==> src/rtl/imei_pkg.sv <==
// Shared constants, types and the prefix table for the IMEI stream validator.
`timescale 1ns / 1ps

package imei_pkg;

    localparam int IMEI_DIGITS_DEF = 15;
    localparam int COUNT_WIDTH_DEF = 16;
    localparam int OUT_COUNT_W     = 16;

    localparam logic [7:0] CHAR_NUL  = 8'd0;
    localparam logic [7:0] CHAR_NL   = 8'd10;
    localparam logic [7:0] CHAR_ZERO = 8'd48;
    localparam logic [7:0] CHAR_NINE = 8'd57;

    // Line-close information from the line checker to the tally stage.
    typedef struct packed {
        logic emit;     // this character produces a result
        logic present;  // result closes a non-empty line
        logic ok;       // closed line is a valid IMEI
        logic done;     // character was NUL
    } t_close;

    // Allowed second digits for each first digit, bit n = digit n.
    function automatic logic [9:0] prefix_mask(input logic [3:0] first);
        logic [9:0] m;
        case (first)
            4'd0:    m = 10'h002;
            4'd1:    m = 10'h001;
            4'd2:    m = 10'h3FF;
            4'd3:    m = 10'h029;
            4'd4:    m = 10'h230;
            4'd5:    m = 10'h01F;
            4'd6:    m = 10'h3FF;
            4'd7:    m = 10'h3FF;
            4'd8:    m = 10'h040;
            4'd9:    m = 10'h302;
            default: m = 10'h000;
        endcase
        return m;
    endfunction

endpackage

==> src/rtl/imei_line_check.sv <==
// Per-line state: position, Luhn sum, prefix and character checks.
`timescale 1ns / 1ps

module imei_line_check import imei_pkg::*; #(
    parameter int IMEI_DIGITS = IMEI_DIGITS_DEF
) (
    input  logic       i_clk,
    input  logic       i_rst_n,
    input  logic       i_step,
    input  logic [7:0] i_char,
    output t_close     o_close
);

    localparam int POS_W = $clog2(IMEI_DIGITS + 1);
    localparam logic DBL_PARITY = ((IMEI_DIGITS % 2) == 1);

    logic [POS_W-1:0] r_pos, n_pos;
    logic             r_too_long, n_too_long;
    logic [3:0]       r_sum, n_sum;
    logic [3:0]       r_first, n_first;
    logic             r_prefix_ok, n_prefix_ok;
    logic             r_bad_char, n_bad_char;
    logic             r_check, n_check;

    logic       is_term;
    logic       is_digit;
    logic [3:0] digit;
    logic [4:0] dbl;
    logic [4:0] add;
    logic [4:0] sum5;
    logic [3:0] sum_wrap;
    logic [3:0] check_digit;
    logic [9:0] mask;
    logic       present;

    always_comb begin
        is_term  = (i_char == CHAR_NUL) || (i_char == CHAR_NL);
        is_digit = i_char inside {[CHAR_ZERO:CHAR_NINE]};
        digit    = 4'(i_char - CHAR_ZERO);
        dbl      = {digit, 1'b0};
        // doubled digit of 10 or more adds its digit sum
        if (r_pos[0] == DBL_PARITY) begin
            add = (dbl >= 5'd10) ? (dbl - 5'd9) : dbl;
        end else begin
            add = {1'b0, digit};
        end
        sum5        = {1'b0, r_sum} + add;
        sum_wrap    = (sum5 >= 5'd10) ? 4'(sum5 - 5'd10) : sum5[3:0];
        check_digit = (r_sum == 4'd0) ? 4'd0 : (4'd10 - r_sum);
        mask        = prefix_mask(r_first);
        present     = (r_pos != '0) || r_too_long;

        o_close.emit    = is_term && (present || (i_char == CHAR_NUL));
        o_close.present = present;
        o_close.ok      = !r_bad_char && !r_too_long && r_prefix_ok && r_check
                          && (r_pos == POS_W'(IMEI_DIGITS));
        o_close.done    = (i_char == CHAR_NUL);

        n_pos       = r_pos;
        n_too_long  = r_too_long;
        n_sum       = r_sum;
        n_first     = r_first;
        n_prefix_ok = r_prefix_ok;
        n_bad_char  = r_bad_char;
        n_check     = r_check;

        if (is_term) begin
            n_pos       = '0;
            n_too_long  = 1'b0;
            n_sum       = 4'd0;
            n_first     = 4'd0;
            n_prefix_ok = 1'b1;
            n_bad_char  = 1'b0;
            n_check     = 1'b0;
        end else if (r_pos >= POS_W'(IMEI_DIGITS)) begin
            n_too_long = 1'b1;
        end else begin
            n_pos = r_pos + 1'b1;
            if (!is_digit) begin
                n_bad_char = 1'b1;
            end else begin
                if (r_pos == '0) begin
                    n_first = digit;
                end
                if (r_pos == POS_W'(1)) begin
                    n_prefix_ok = mask[digit];
                end
                if (r_pos < POS_W'(IMEI_DIGITS - 1)) begin
                    n_sum = sum_wrap;
                end else begin
                    n_check = (digit == check_digit);
                end
            end
        end
    end

    always_ff @(posedge i_clk) begin
        if (!i_rst_n) begin
            r_pos       <= '0;
            r_too_long  <= 1'b0;
            r_sum       <= 4'd0;
            r_first     <= 4'd0;
            r_prefix_ok <= 1'b1;
            r_bad_char  <= 1'b0;
            r_check     <= 1'b0;
        end else if (i_step) begin
            r_pos       <= n_pos;
            r_too_long  <= n_too_long;
            r_sum       <= n_sum;
            r_first     <= n_first;
            r_prefix_ok <= n_prefix_ok;
            r_bad_char  <= n_bad_char;
            r_check     <= n_check;
        end
    end

endmodule

==> src/rtl/imei_tally.sv <==
// Saturating line counters and the result register.
`timescale 1ns / 1ps

module imei_tally import imei_pkg::*; #(
    parameter int COUNT_WIDTH = COUNT_WIDTH_DEF
) (
    input  logic                   i_clk,
    input  logic                   i_rst_n,
    input  logic                   i_load,
    input  t_close                 i_close,
    input  logic                   i_out_ready,
    output logic                   o_free,
    output logic                   o_out_valid,
    output logic                   o_line_valid,
    output logic                   o_line_present,
    output logic [OUT_COUNT_W-1:0] o_valid_count,
    output logic [OUT_COUNT_W-1:0] o_invalid_count,
    output logic                   o_text_done
);

    logic [COUNT_WIDTH-1:0] r_valid_total, n_valid_total;
    logic [COUNT_WIDTH-1:0] r_invalid_total, n_invalid_total;
    logic                   r_out_valid;
    logic                   r_line_valid, r_line_present, r_text_done;
    logic [OUT_COUNT_W-1:0] r_valid_count, r_invalid_count;
    logic                   ok;

    assign o_free = !r_out_valid || i_out_ready;

    always_comb begin
        ok              = i_close.present && i_close.ok;
        n_valid_total   = r_valid_total;
        n_invalid_total = r_invalid_total;
        if (i_close.present) begin
            if (ok) begin
                if (!(&r_valid_total)) n_valid_total = r_valid_total + 1'b1;
            end else begin
                if (!(&r_invalid_total)) n_invalid_total = r_invalid_total + 1'b1;
            end
        end
    end

    always_ff @(posedge i_clk) begin
        if (!i_rst_n) begin
            r_valid_total   <= '0;
            r_invalid_total <= '0;
            r_out_valid     <= 1'b0;
        end else begin
            if (i_load) begin
                r_valid_total   <= n_valid_total;
                r_invalid_total <= n_invalid_total;
                r_out_valid     <= 1'b1;
            end else if (i_out_ready) begin
                r_out_valid <= 1'b0;
            end
        end
    end

    always_ff @(posedge i_clk) begin
        if (i_load) begin
            r_line_valid    <= ok;
            r_line_present  <= i_close.present;
            r_text_done     <= i_close.done;
            r_valid_count   <= OUT_COUNT_W'(n_valid_total);
            r_invalid_count <= OUT_COUNT_W'(n_invalid_total);
        end
    end

    assign o_out_valid     = r_out_valid;
    assign o_line_valid    = r_line_valid;
    assign o_line_present  = r_line_present;
    assign o_text_done     = r_text_done;
    assign o_valid_count   = r_valid_count;
    assign o_invalid_count = r_invalid_count;

    a_load_when_free: assert property (@(posedge i_clk) disable iff (!i_rst_n)
        i_load |-> o_free)
        else $error("result loaded while output register busy");

    a_valid_monotonic: assert property (@(posedge i_clk) disable iff (!i_rst_n)
        $past(i_rst_n) |-> (r_valid_total >= $past(r_valid_total)))
        else $error("valid counter decreased");

    a_valid_incr: assert property (@(posedge i_clk) disable iff (!i_rst_n)
        (i_load && i_close.present && i_close.ok && !(&r_valid_total))
        |=> (r_valid_total == COUNT_WIDTH'($past(r_valid_total) + 1'b1)))
        else $error("valid line not counted");

    a_empty_not_valid: assert property (@(posedge i_clk) disable iff (!i_rst_n)
        (r_out_valid && !r_line_present) |-> !r_line_valid)
        else $error("empty line reported valid");

endmodule

==> src/rtl/imei_stream_validator_core.sv <==
// Top level of the IMEI stream validator: input register and flow control.
`timescale 1ns / 1ps

// Takes one text byte per request and checks each non-empty line (ended by
// newline or NUL) as an IMEI: exact length, all digits, reporting-body prefix
// and Luhn check digit. A result request leaves on every non-empty line close
// and on every NUL, carrying saturating valid and invalid line counts. One
// character is accepted every cycle while no result waits on a full result
// register; a closing character passes through the input register, then the
// result register, before its result is presented. The line checker steps
// once per consumed character. When the result register is full and not
// taken, a closing character waits in the input register and input ready
// drops.
module imei_stream_validator_core import imei_pkg::*; #(
    parameter int IMEI_DIGITS = IMEI_DIGITS_DEF,
    parameter int COUNT_WIDTH = COUNT_WIDTH_DEF
) (
    input  logic                   i_clk,
    input  logic                   i_rst_n,
    input  logic                   i_in_valid,
    output logic                   o_in_ready,
    input  logic [7:0]             i_char_code,
    output logic                   o_out_valid,
    input  logic                   i_out_ready,
    output logic                   o_line_valid,
    output logic                   o_line_present,
    output logic [OUT_COUNT_W-1:0] o_valid_count,
    output logic [OUT_COUNT_W-1:0] o_invalid_count,
    output logic                   o_text_done
);

    logic       r_in_valid;
    logic [7:0] r_char;
    t_close     close;
    logic       out_free;
    logic       consume;

    // a character with no result never waits on the output side
    assign consume    = r_in_valid && (!close.emit || out_free);
    assign o_in_ready = !r_in_valid || consume;

    always_ff @(posedge i_clk) begin
        if (!i_rst_n) begin
            r_in_valid <= 1'b0;
        end else if (o_in_ready) begin
            r_in_valid <= i_in_valid;
        end
    end

    always_ff @(posedge i_clk) begin
        if (o_in_ready && i_in_valid) begin
            r_char <= i_char_code;
        end
    end

    imei_line_check #(
        .IMEI_DIGITS(IMEI_DIGITS)
    ) u_line_check (
        .i_clk   (i_clk),
        .i_rst_n (i_rst_n),
        .i_step  (consume),
        .i_char  (r_char),
        .o_close (close)
    );

    imei_tally #(
        .COUNT_WIDTH(COUNT_WIDTH)
    ) u_tally (
        .i_clk           (i_clk),
        .i_rst_n         (i_rst_n),
        .i_load          (consume && close.emit),
        .i_close         (close),
        .i_out_ready     (i_out_ready),
        .o_free          (out_free),
        .o_out_valid     (o_out_valid),
        .o_line_valid    (o_line_valid),
        .o_line_present  (o_line_present),
        .o_valid_count   (o_valid_count),
        .o_invalid_count (o_invalid_count),
        .o_text_done     (o_text_done)
    );

endmodule
==> config.mk <==
export PLATFORM = sky130hd
export DESIGN_NAME = imei_stream_validator_core
export DESIGN_NICKNAME = d
export VERILOG_FILES = /design/src/rtl/imei_pkg.sv /design/src/rtl/imei_line_check.sv /design/src/rtl/imei_tally.sv /design/src/rtl/imei_stream_validator_core.sv
export SDC_FILE = /design/constraint.sdc
export NUM_CORES = 1
export LEC_CHECK = 0
export BUFFER_PORTS_ARGS = -buffer_cell sky130_fd_sc_hd__buf_2
export CORE_MARGIN = 2
export CORE_UTILIZATION = 59
export CTS_CLUSTER_SIZE = 8
export DETAILED_ROUTE_END_ITERATION = 10
export HOLD_SLACK_MARGIN = 0.05
export PLACE_DENSITY_LB_ADDON = 0.05
export RECOVER_POWER = 100
export SLEW_MARGIN = 15
export SYNTH_ARGS = -nofsm -noshare
export SYNTH_HDL_FRONTEND = slang
export SYNTH_SLANG_ARGS = --single-unit
==> constraint.sdc <==
create_clock -name i_clk -period 4.2 [get_ports i_clk]
set_clock_uncertainty 0.05 [all_clocks]
set_input_delay 0.42 -clock i_clk [delete_from_list [all_inputs] [get_ports i_clk]]
set_output_delay 0.42 -clock i_clk [all_outputs]
set_load 0.01 [all_outputs]
==> results of run 1 <==
==> layer usage <==
metal	vias to the layer above	wire length, um	share of wire
met5	-	0	0
met4	0	106	0.010
met3	10	412	0.039
met2	102	5270	0.50
met1	1890	4720	0.45
li1	1987	-	-
==> worst paths after layout <==
check                                      to                    start  slack [ns]  cells after the start
setup reg to reg  u_tally.r_invalid_total[12]    u_line_check.r_pos[0]        0.50                      9
setup / recovery  u_tally.r_invalid_total[12]    u_line_check.r_pos[0]        0.50                      9
hold / removal                      r_char[6]           i_char_code[6]        0.17                      1
hold reg to reg       u_line_check.r_bad_char  u_line_check.r_bad_char        0.45                      2
==> layout make-up <==
class,count,share of cell area
flip-flops and latches,103,0.447
well taps,108,0.0243
multi-input cells,393,0.446
inverters,17,0.0115
clock inverters,6,0.00831
clock buffers,10,0.0229
repair buffers,52,0.0395
==> cells in the final DEF, fill, tap and decap left out, types with 3 or more instances in the layout <==
cell type / synthesis / routed
clkinvlp_4: 0 / 3
a311o_1: 3 / 3
nand3b_1: 3 / 3
a31oi_1: 6 / 6
clkbuf_8: 0 / 9
or3_1: 9 / 9
nand3_1: 28 / 28
nor2b_1: 4 / 4
xor2_1: 25 / 25
nor3_1: 19 / 19
clkbuf_1: 18 / 39
dfxtp_1: 60 / 60
o21ai_0: 25 / 27
ha_1: 16 / 16
mux2i_1: 4 / 4
inv_1: 13 / 15
nand2b_1: 5 / 5
edfxtp_1: 43 / 43
a2111oi_0: 3 / 3
nand4_1: 9 / 9
buf_2: 2 / 11
nor2_1: 56 / 56
mux2_2: 11 / 4
and2_0: 0 / 4
and2_1: 5 / 3
and3_1: 7 / 7
a21oi_1: 37 / 37
and4_1: 3 / 3
mux2_1: 0 / 7
nand2_1: 51 / 54
buf_4: 0 / 3
or4_1: 3 / 3
xnor2_1: 22 / 22
==> state kept, by name, indices dropped and copies added, names as in the netlist, 4 cells and up <==
name                     count
u_line_check.r_first         4
r_char                       8
u_tally.r_valid_total       16
u_line_check.r_sum           4
u_tally.o_invalid_count     16
u_line_check.r_pos           4
u_line_check.mask           10
u_tally.r_invalid_total     16
u_tally.o_valid_count       16
==> logic make-up after synthesis <==
kind of cell               Yosys count  share of synthesized area
muxes                               17                     0.0403
AOI/OAI and AO/OA                   94                      0.115
DFF                                103                      0.481
and+or+nand+nor                    218                      0.209
adders and majority gates           17                     0.0425
buffers and inverters               41                     0.0331
xor gates and xnor gates            47                     0.0794
==> power by group <==
group | switching (W) | leakage, nW | internal (W)
Clock | 0.000350 | 0.0781 | 0.000219
Combinational | 0.0000682 | 1.12 | 0.0000488
Sequential | 0.0000206 | 0.955 | 0.00105
==> stage by stage <==
step	area, um^2	instances	worst slack [ns]	utilization
6_report	5570	689	0.499	0.645
5_1_grt	5570	689	0.180	0.645
4_1_cts	5650	689	0.685	0.655
3_5_place_dp	5480	673	0.711	0.634
3_3_place_gp	5480	673	0.898	0.634
2_1_floorplan	5180	537	1.01	-
==> reports/summary.txt, run 1 <==
result of the run: finished, final reports clean
die height: 97.7 um
GR Layer Usage met2: 0.378
total area of sequential cells: 2490 um^2
Worst-Skew Late Latency: 0.37 ns
FMAX: 270 MHz
Yosys reg bits: 103
Synthesized Nets: 566
die area: 9550 um^2
Critical path buffers and inverters: 3
WL final: 10.5 mm
Required @ worst endpoint: 4.40 ns
synth cell count leaders: dfxtp_1, nor2_1, nand2_1
initial drt markers: 214
synthesized area per cell: 9.65 um^2
Tcrit/Tclk final: 0.881
CP Cell Sequence: inv_1, ha_1, or4b_1, a31oi_1, or3_1, inv_1, buf_4, mux2i_1, nor2_1
DP HPWL: 7.57 mm
crit end category: register
DR pass1 iterations: 5
hold buffer count at cts: 0
P per Cell Area: 315 nW/um^2
final hold vios: 0
CTS Root Buffer Type: clkbuf_8
P_leak: 2.15 nW
largest net degree at the start of global routing: 39
CTS Sinks: 103
met1 Track Usage GR: 0.309
Seq/Total Area, Yosys: 0.481
vias in the first global route: 3798
Fin Hold WS: 0.175 ns
GRT Resource Usage Total: 0.228
FFs w/ async S/R, synth: 0
Setup TNS: 0 ns
Port Buffers: 48
Final ANT Viol Nets: 0
initial antenna violation count: 0
Final Max Slew Viols: 0
Nets: 605
Post-synth EDFFs: 43
H-tree levels: 3
Post-CTS Setup Bufs: 0
Post-route DRC: 0
core footprint: 8640 um^2
Cells after Synth: 537
Die Wd: 97.7 um
endpoints failing setup: 0
CP Class: register to register
CP max-delay cell: inv_1
CP delay by family, top: buffers and inverters
Placer Congestion: 0.875
area leader, netlist: edfxtp_1
Max-Cap Viols: 0
mapped cell area: 5180 um^2
Worst EP arrival: 3.90 ns
top_reg_cell synth: dfxtp_1
DR vias/cell: 5.79
Initial Util: 0.600
FP Rows: 34
Worst-path clk slew: 0.10 ns
Max Fanout on Critical Path: 22
total gr overflow: 0
largest cells by area after synthesis: edfxtp_1, dfxtp_1, xor2_1
Synth warnings: 0
total number of vias: 3989
footprint of the multi-input gates: 2490 um^2
Hold WC Path Type: primary input to register
fillers: 738
Max clock buf depth: 2
Final Total Pwr: 0.00175 W
cell mode on critical path: inv_1
slowest stage delay, CP: 0.74 ns
Slew @ Worst Pin: 0.861 ns
count leader, synth: dfxtp_1
global-route wire length before repair: 18.0 mm
I/O Pins: 49
met3 Track Usage GR: 0.0324
Startpoint Class: register
RSZ-0062 raised after global routing: no
Unique masters post-synth: 59
total CTS buffers: 9
slew margin rel.: 0.425
most used routing layer: met2
min Tclk post-route: 3.70 ns
PostCTS Resize Cnt: 0
area share of the largest cell type after synthesis: 0.249
layout cells sized above 1: 0.0740
Peak VDD IR: 0.182 mV
CTS tree: built
drt wl/cell: 15.2 um
synthesis-to-finish area growth: 7.53%
Ant. Diodes: 0
Power figures use the tool's default switching activity.
==> run 2: changes to the inputs <==
--- a/config.mk
+++ b/config.mk
@@ -5,11 +5,11 @@
 export SDC_FILE = /design/constraint.sdc
 export NUM_CORES = 1
 export LEC_CHECK = 0
-export BUFFER_PORTS_ARGS = -buffer_cell sky130_fd_sc_hd__buf_2
 export CORE_MARGIN = 2
-export CORE_UTILIZATION = 59
+export CORE_UTILIZATION = 60
 export CTS_CLUSTER_SIZE = 8
 export DETAILED_ROUTE_END_ITERATION = 10
+export DONT_BUFFER_PORTS = 1
 export HOLD_SLACK_MARGIN = 0.05
 export PLACE_DENSITY_LB_ADDON = 0.05
 export RECOVER_POWER = 100
==> reports/summary.txt, run 2 (synthesis gave the netlist of run 1 again) <==
DR pass1 iterations: 5 (unchanged)
Post-route DRC: 0 (unchanged)
combinational fraction of design power: 0.064 (-0.003)
Worst EP arrival: 3.77 ns (-0.13 ns)
Ant. Diodes: 0 (unchanged)
post-route cell area: 5380 um^2 (-3.4%)
Die Wd: 96.9 um (-0.80%)
NetSw: 0.000423 W (-3.4%)
Post-CTS Setup Bufs: 0 (unchanged)
most frequent cells in the layout: dfxtp_1, nor2_1, nand2_1
Max Fanout on Critical Path: 13 (-41%)
vias in the first global route: 3659 (-3.7%)
CTS Sinks: 103 (unchanged)
CP Cell Sequence: clkbuf_1, inv_1, ha_1, or4b_1, a311o_1, and2_0, o21ai_0, a31oi_4, and2_0, a311o_1
Peak VDD IR: 0.210 mV (+16%)
slew margin rel.: 0.489 (+0.0635)
FP Rows: 33 (-2.9%)
Max clock buf depth: 2 (unchanged)
largest net degree at the start of global routing: 32 (-18%)
CP delay by family, top: compound AO/OA/AOI/OAI gates
DR vias/cell: 5.99 (+3.4%)
Placer Congestion: 0.862 (-1.5%)
hold buffer count at cts: 0 (unchanged)
CTS tree: built
P per Cell Area: 323 nW/um^2 (+2.5%)
Setup TNS: 0 ns (unchanged)
final hold vios: 0 (unchanged)
Critical path buffers and inverters: 2 (-1)
Max-Cap Viols: 0 (unchanged)
FMAX: 280 MHz (+3.8%)
CP Class: register to register
Nets: 557 (-7.9%)
global-route wire length before repair: 17.2 mm (-4.3%)
core footprint: 8300 um^2 (-3.9%)
layout cells sized above 1: 0.0657 (-0.00834)
Required @ worst endpoint: 4.40 ns (about the same)
initial drt markers: 142 (-34%)
CP Depth: 10 (+1)
P_leak: 2.07 nW (-3.9%)
slowest stage delay, CP: 0.61 ns (-0.13 ns)
CTS Root Buffer Type: clkbuf_8
clock power share: 0.322 (-0.002)
Switching Share: 0.244 (-0.00618)
Hold WC Path Type: primary input to register
initial antenna violation count: 0 (unchanged)
Sequential Power Share: 0.614 (+0.005)
Fin Hold WS: 0.0900 ns (-0.0847 ns)
total number of vias: 3821 (-4.2%)
die height: 96.9 um (-0.80%)
total gr overflow: 0 (unchanged)
die area: 9390 um^2 (-1.6%)
endpoints failing setup: 0 (unchanged)
synthesis-to-finish area growth: 3.89%
Worst-Skew Late Latency: 0.37 ns (about the same)
drt wl/cell: 15.7 um (+2.9%)
Final Max Slew Viols: 0 (unchanged)
hold path depth: 0 (-1)
most common cell after layout, fill and taps aside: dfxtp_1
Initial Util: 0.624 (+0.0243)
Pint: 0.00131 W (-0.18%)
PostCTS Resize Cnt: 0 (unchanged)
H-tree levels: 3 (unchanged)
Port Buffers: 0 (-100%)
WL final: 10.0 mm (-4.7%)
Slew @ Worst Pin: 0.748 ns (-0.114 ns)
final core utilization: 0.649 (+0.00340)
Final ANT Viol Nets: 0 (unchanged)
total CTS buffers: 9 (unchanged)
result of the run: finished, final reports clean
min Tclk post-route: 3.57 ns (-0.136 ns)
reg2reg path depth: 10 (+1)
Post-Place Cell Area: 5250 um^2 (-4.2%)
Startpoint Class: register
I/O Pins: 49 (unchanged)
crit end category: register
Worst-path clk slew: 0.10 ns (about the same)
Tcrit/Tclk final: 0.849 (-0.0323)
RSZ-0062 raised after global routing: no
CP max-delay cell: or4b_1
DP HPWL: 7.15 mm (-5.6%)
GRT Resource Usage Total: 0.221 (-0.00723)
run 2: layer usage:
metal / vias up / global-route usage / share of wire
li1: 1897 / - / -
met1: 1813 / 0.283 / 0.45
met2: 94 / 0.357 / 0.49
met3: 17 / 0.0621 / 0.044
met4: 0 / 0.0834 / 0.015
met5: - / 0 / 0
run 2: area by class of cell:
| cell class | instances | area, um^2 |
|---|---|---|
| multi-input combinational | 393 | 2490 |
| inverter | 17 | 63.8 |
| sequential | 103 | 2490 |
| fill | 666 | 2920 |
| tap | 105 | 131 |
| clock buffer | 10 | 128 |
| timing repair buffer | 4 | 35.0 |
| clock inverter | 6 | 46.3 |
run 2: worst reg2reg max path, cell delays in order (launching register included):
cell and delay (ns):
dfxtp_1 0.31, clkbuf_1 0.26, inv_1 0.17, ha_1 0.22, or4b_1 0.62, a311o_1 0.42
and2_0 0.23, o21ai_0 0.50, a31oi_4 0.16, and2_0 0.24, a311o_1 0.29
run 2: worst paths after layout:
kind,from,endpoint,slack (ns)
setup / recovery,u_line_check.r_pos[0],u_line_check.mask[9],0.63
hold reg to reg,u_line_check.r_check,u_line_check.r_check,0.44
hold / removal,i_char_code[5],r_char[5],0.09
setup reg to reg,u_line_check.r_pos[0],u_line_check.mask[9],0.63
run 2: power groups by stage:
stage          sequential (W)  clock (W)  combinational [W]
3_5_place_dp          0.00109          0           0.000113
6_report              0.00107   0.000560           0.000111
3_3_place_gp          0.00109          0           0.000111
5_1_grt               0.00107   0.000614           0.000126
4_1_cts               0.00107   0.000574           0.000114
2_1_floorplan         0.00108          0           0.000105
run 2: metrics by stage:
| stage | total power [W] | std cells | setup slack [ns] |
|---|---|---|---|
| detailed placement | 0.00120 | 622 | 0.743 |
| global placement | 0.00120 | 622 | 0.902 |
| CTS | 0.00175 | 638 | 0.713 |
| global route | 0.00181 | 638 | 0.256 |
| finish | 0.00174 | 638 | 0.635 |
| floorplan | 0.00118 | 537 | 1.01 |
==> run 3: changes to the inputs <==
--- a/config.mk
+++ b/config.mk
@@ -6,7 +6,7 @@
 export NUM_CORES = 1
 export LEC_CHECK = 0
 export CORE_MARGIN = 2
-export CORE_UTILIZATION = 60
+export CORE_UTILIZATION = 57
 export CTS_CLUSTER_SIZE = 8
 export DETAILED_ROUTE_END_ITERATION = 10
 export DONT_BUFFER_PORTS = 1
==> constraint.sdc (replaced) <==
create_clock -name i_clk -period 3.05 [get_ports i_clk]
set_clock_uncertainty 0.05 [all_clocks]
set_input_delay 0.305 -clock i_clk [delete_from_list [all_inputs] [get_ports i_clk]]
set_output_delay 0.305 -clock i_clk [all_outputs]
set_load 0.01 [all_outputs]
==> reports/summary.txt, run 3 (synthesis gave the netlist of run 1 again) <==
I/O Pins: 49 (unchanged)
Worst EP arrival: 3.18 ns (-0.59 ns)
fillers: 711 (+6.8%)
Peak VDD IR: 0.277 mV (+32%)
P per Cell Area: 427 nW/um^2 (+32%)
die area: 9870 um^2 (+5.0%)
drt wl/cell: 15.6 um (-0.54%)
Hold EP: u_line_check.r_first[1]
total number of vias: 3902 (+2.1%)
min Tclk post-route: 2.93 ns (-0.637 ns)
initial drt markers: 141 (-0.70%)
Setup TNS: 0 ns (unchanged)
Max-Cap Viols: 0 (unchanged)
core footprint: 8760 um^2 (+5.6%)
Initial Util: 0.591 (-0.0331)
P_leak: 2.21 nW (+7.2%)
initial antenna violation count: 0 (unchanged)
total gr overflow: 0 (unchanged)
Slew @ Worst Pin: 0.539 ns (-0.209 ns)
Port Buffers: 0 (unchanged)
endpoints failing setup: 0 (unchanged)
DR vias/cell: 5.82 (-2.8%)
Tcrit/Tclk final: 0.960 (+0.111)
global-route wire length before repair: 17.5 mm (+1.8%)
DP HPWL: 7.35 mm (+2.7%)
Hold WC Path Type: primary input to register
synthesis-to-finish area growth: 11.1%
total CTS buffers: 9 (unchanged)
reg-to-reg startpoint: r_char[0]
die height: 99.3 um (+2.5%)
hold path depth: 2 (+2)
reg2reg path depth: 15 (+5)
Worst-path clk slew: 0.10 ns (about the same)
H-tree levels: 3 (unchanged)
most frequent cells in the layout: dfxtp_1, nor2_1, nand2_1
final core utilization: 0.657 (+0.00833)
result of the run: finished, final reports clean
slew margin rel.: 0.639 (+0.151)
layout cells sized above 1: 0.149 (+0.0838)
Required @ worst endpoint: 3.31 ns (-1.09 ns)
Post-route DRC: 0 (unchanged)
hold_sp: i_rst_n
Reg2Reg Capture Point: u_line_check.r_sum[2]
final hold vios: 0 (unchanged)
FP Rows: 34 (+3.0%)
Nets: 586 (+5.2%)
Die Wd: 99.3 um (+2.5%)
Max Fanout on Critical Path: 4 (-9)
CTS Sinks: 103 (unchanged)
Final Max Slew Viols: 0 (unchanged)
GRT Resource Usage Total: 0.222 (+0.000431)
Ant. Diodes: 0 (unchanged)
Reg2Reg Setup Slack: 0.12 ns (-0.51 ns)
DR pass1 iterations: 5 (unchanged)
FMAX: 342 MHz (+22%)
largest net degree at the start of global routing: 31 (-3.1%)
CTS Root Buffer Type: clkbuf_8
Worst-Skew Late Latency: 0.36 ns (about the same)
Max clock buf depth: 2 (unchanged)
WL final: 10.5 mm (+4.4%)
Placer Congestion: 0.894 (+3.6%)
most common cell after layout, fill and taps aside: dfxtp_1
CTS tree: built
vias in the first global route: 3728 (+1.9%)
Final ANT Viol Nets: 0 (unchanged)
CP Class: register to register
Startpoint Class: register
crit end category: register
## run 3: what timing repair did
| item | in CTS | in global routing |
|---|---|---|
| endpoints found under the setup margin | 1 | 2 |
| pin swaps | 1 | 3 |
| gates resized for setup | 7 | 13 |
| endpoints found under the hold margin | 19 | 0 |
| hold buffers | 10 | 0 |
| setup buffers | 1 | 3 |
## run 3: worst max-delay path, stage by stage, from the launching register on
cell and delay [ns]:
edfxtp_1 0.48, inv_2 0.12, ha_4 0.17, nand2b_4 0.06, a21oi_4 0.18, xnor2_1 0.09, nand2_1 0.07, o21ai_1 0.11
fa_2 0.59, inv_1 0.05, ha_1 0.19, nand2_1 0.07, nand2_1 0.06, nand2_2 0.10, mux2_2 0.34, o21ai_2 0.13
## run 3: how the worst max path moves through the flow
stage | slack (ns) | startpoint | endpoint
2_1_floorplan | 0.03 | r_char[0] | u_line_check.r_sum[2]
3_3_place_gp | 0.13 | r_char[1] | u_line_check.r_sum[2]
3_5_place_dp | -0.10 | r_char[1] | u_line_check.r_sum[2]
4_1_cts | 0.04 | r_char[1] | u_line_check.r_sum[2]
5_1_grt | -0.02 | r_char[1] | u_line_check.r_sum[2]
6_report | 0.12 | r_char[0] | u_line_check.r_sum[2]
## run 3: area by class of cell
class / count / area (um^2) / area share
Clock buffer: 10 / 128 / 0.0222
Clock inverter: 6 / 46.3 / 0.00804
Inverter: 17 / 63.8 / 0.0111
Multi-Input combinational cell: 393 / 2610 / 0.453
Sequential cell: 103 / 2490 / 0.433
Tap cell: 108 / 135 / 0.0235
Timing Repair Buffer: 33 / 282 / 0.0489
## run 3: stage by stage
step | hold slack, ns | area, um^2 | std cells | power [W] | setup WS (ns)
floorplan | 0.354 | 5190 | 537 | 0.00163 | 0.0251
global placement | 0.339 | 5370 | 640 | 0.00167 | 0.130
detailed placement | 0.340 | 5370 | 640 | 0.00167 | -0.104
CTS | 0.0613 | 5670 | 667 | 0.00245 | 0.0438
global route | 0.0513 | 5760 | 670 | 0.00255 | -0.0160
finish | 0.0776 | 5760 | 670 | 0.00246 | 0.122
## run 3: metal layers
metal  vias up  part of all wire  global-route usage
met2        95              0.50               0.380
met1      1847              0.45               0.272
met5         -                 0                   0
met4         0             0.016              0.0790
met3        15             0.040              0.0548
li1       1945                 -                   -
## run 3: power by group
part	internal, W	switching [W]
Clock	0.000303	0.000471
Sequential	0.00144	0.0000152
Combinational	0.000102	0.000126
Total	0.00185	0.000612
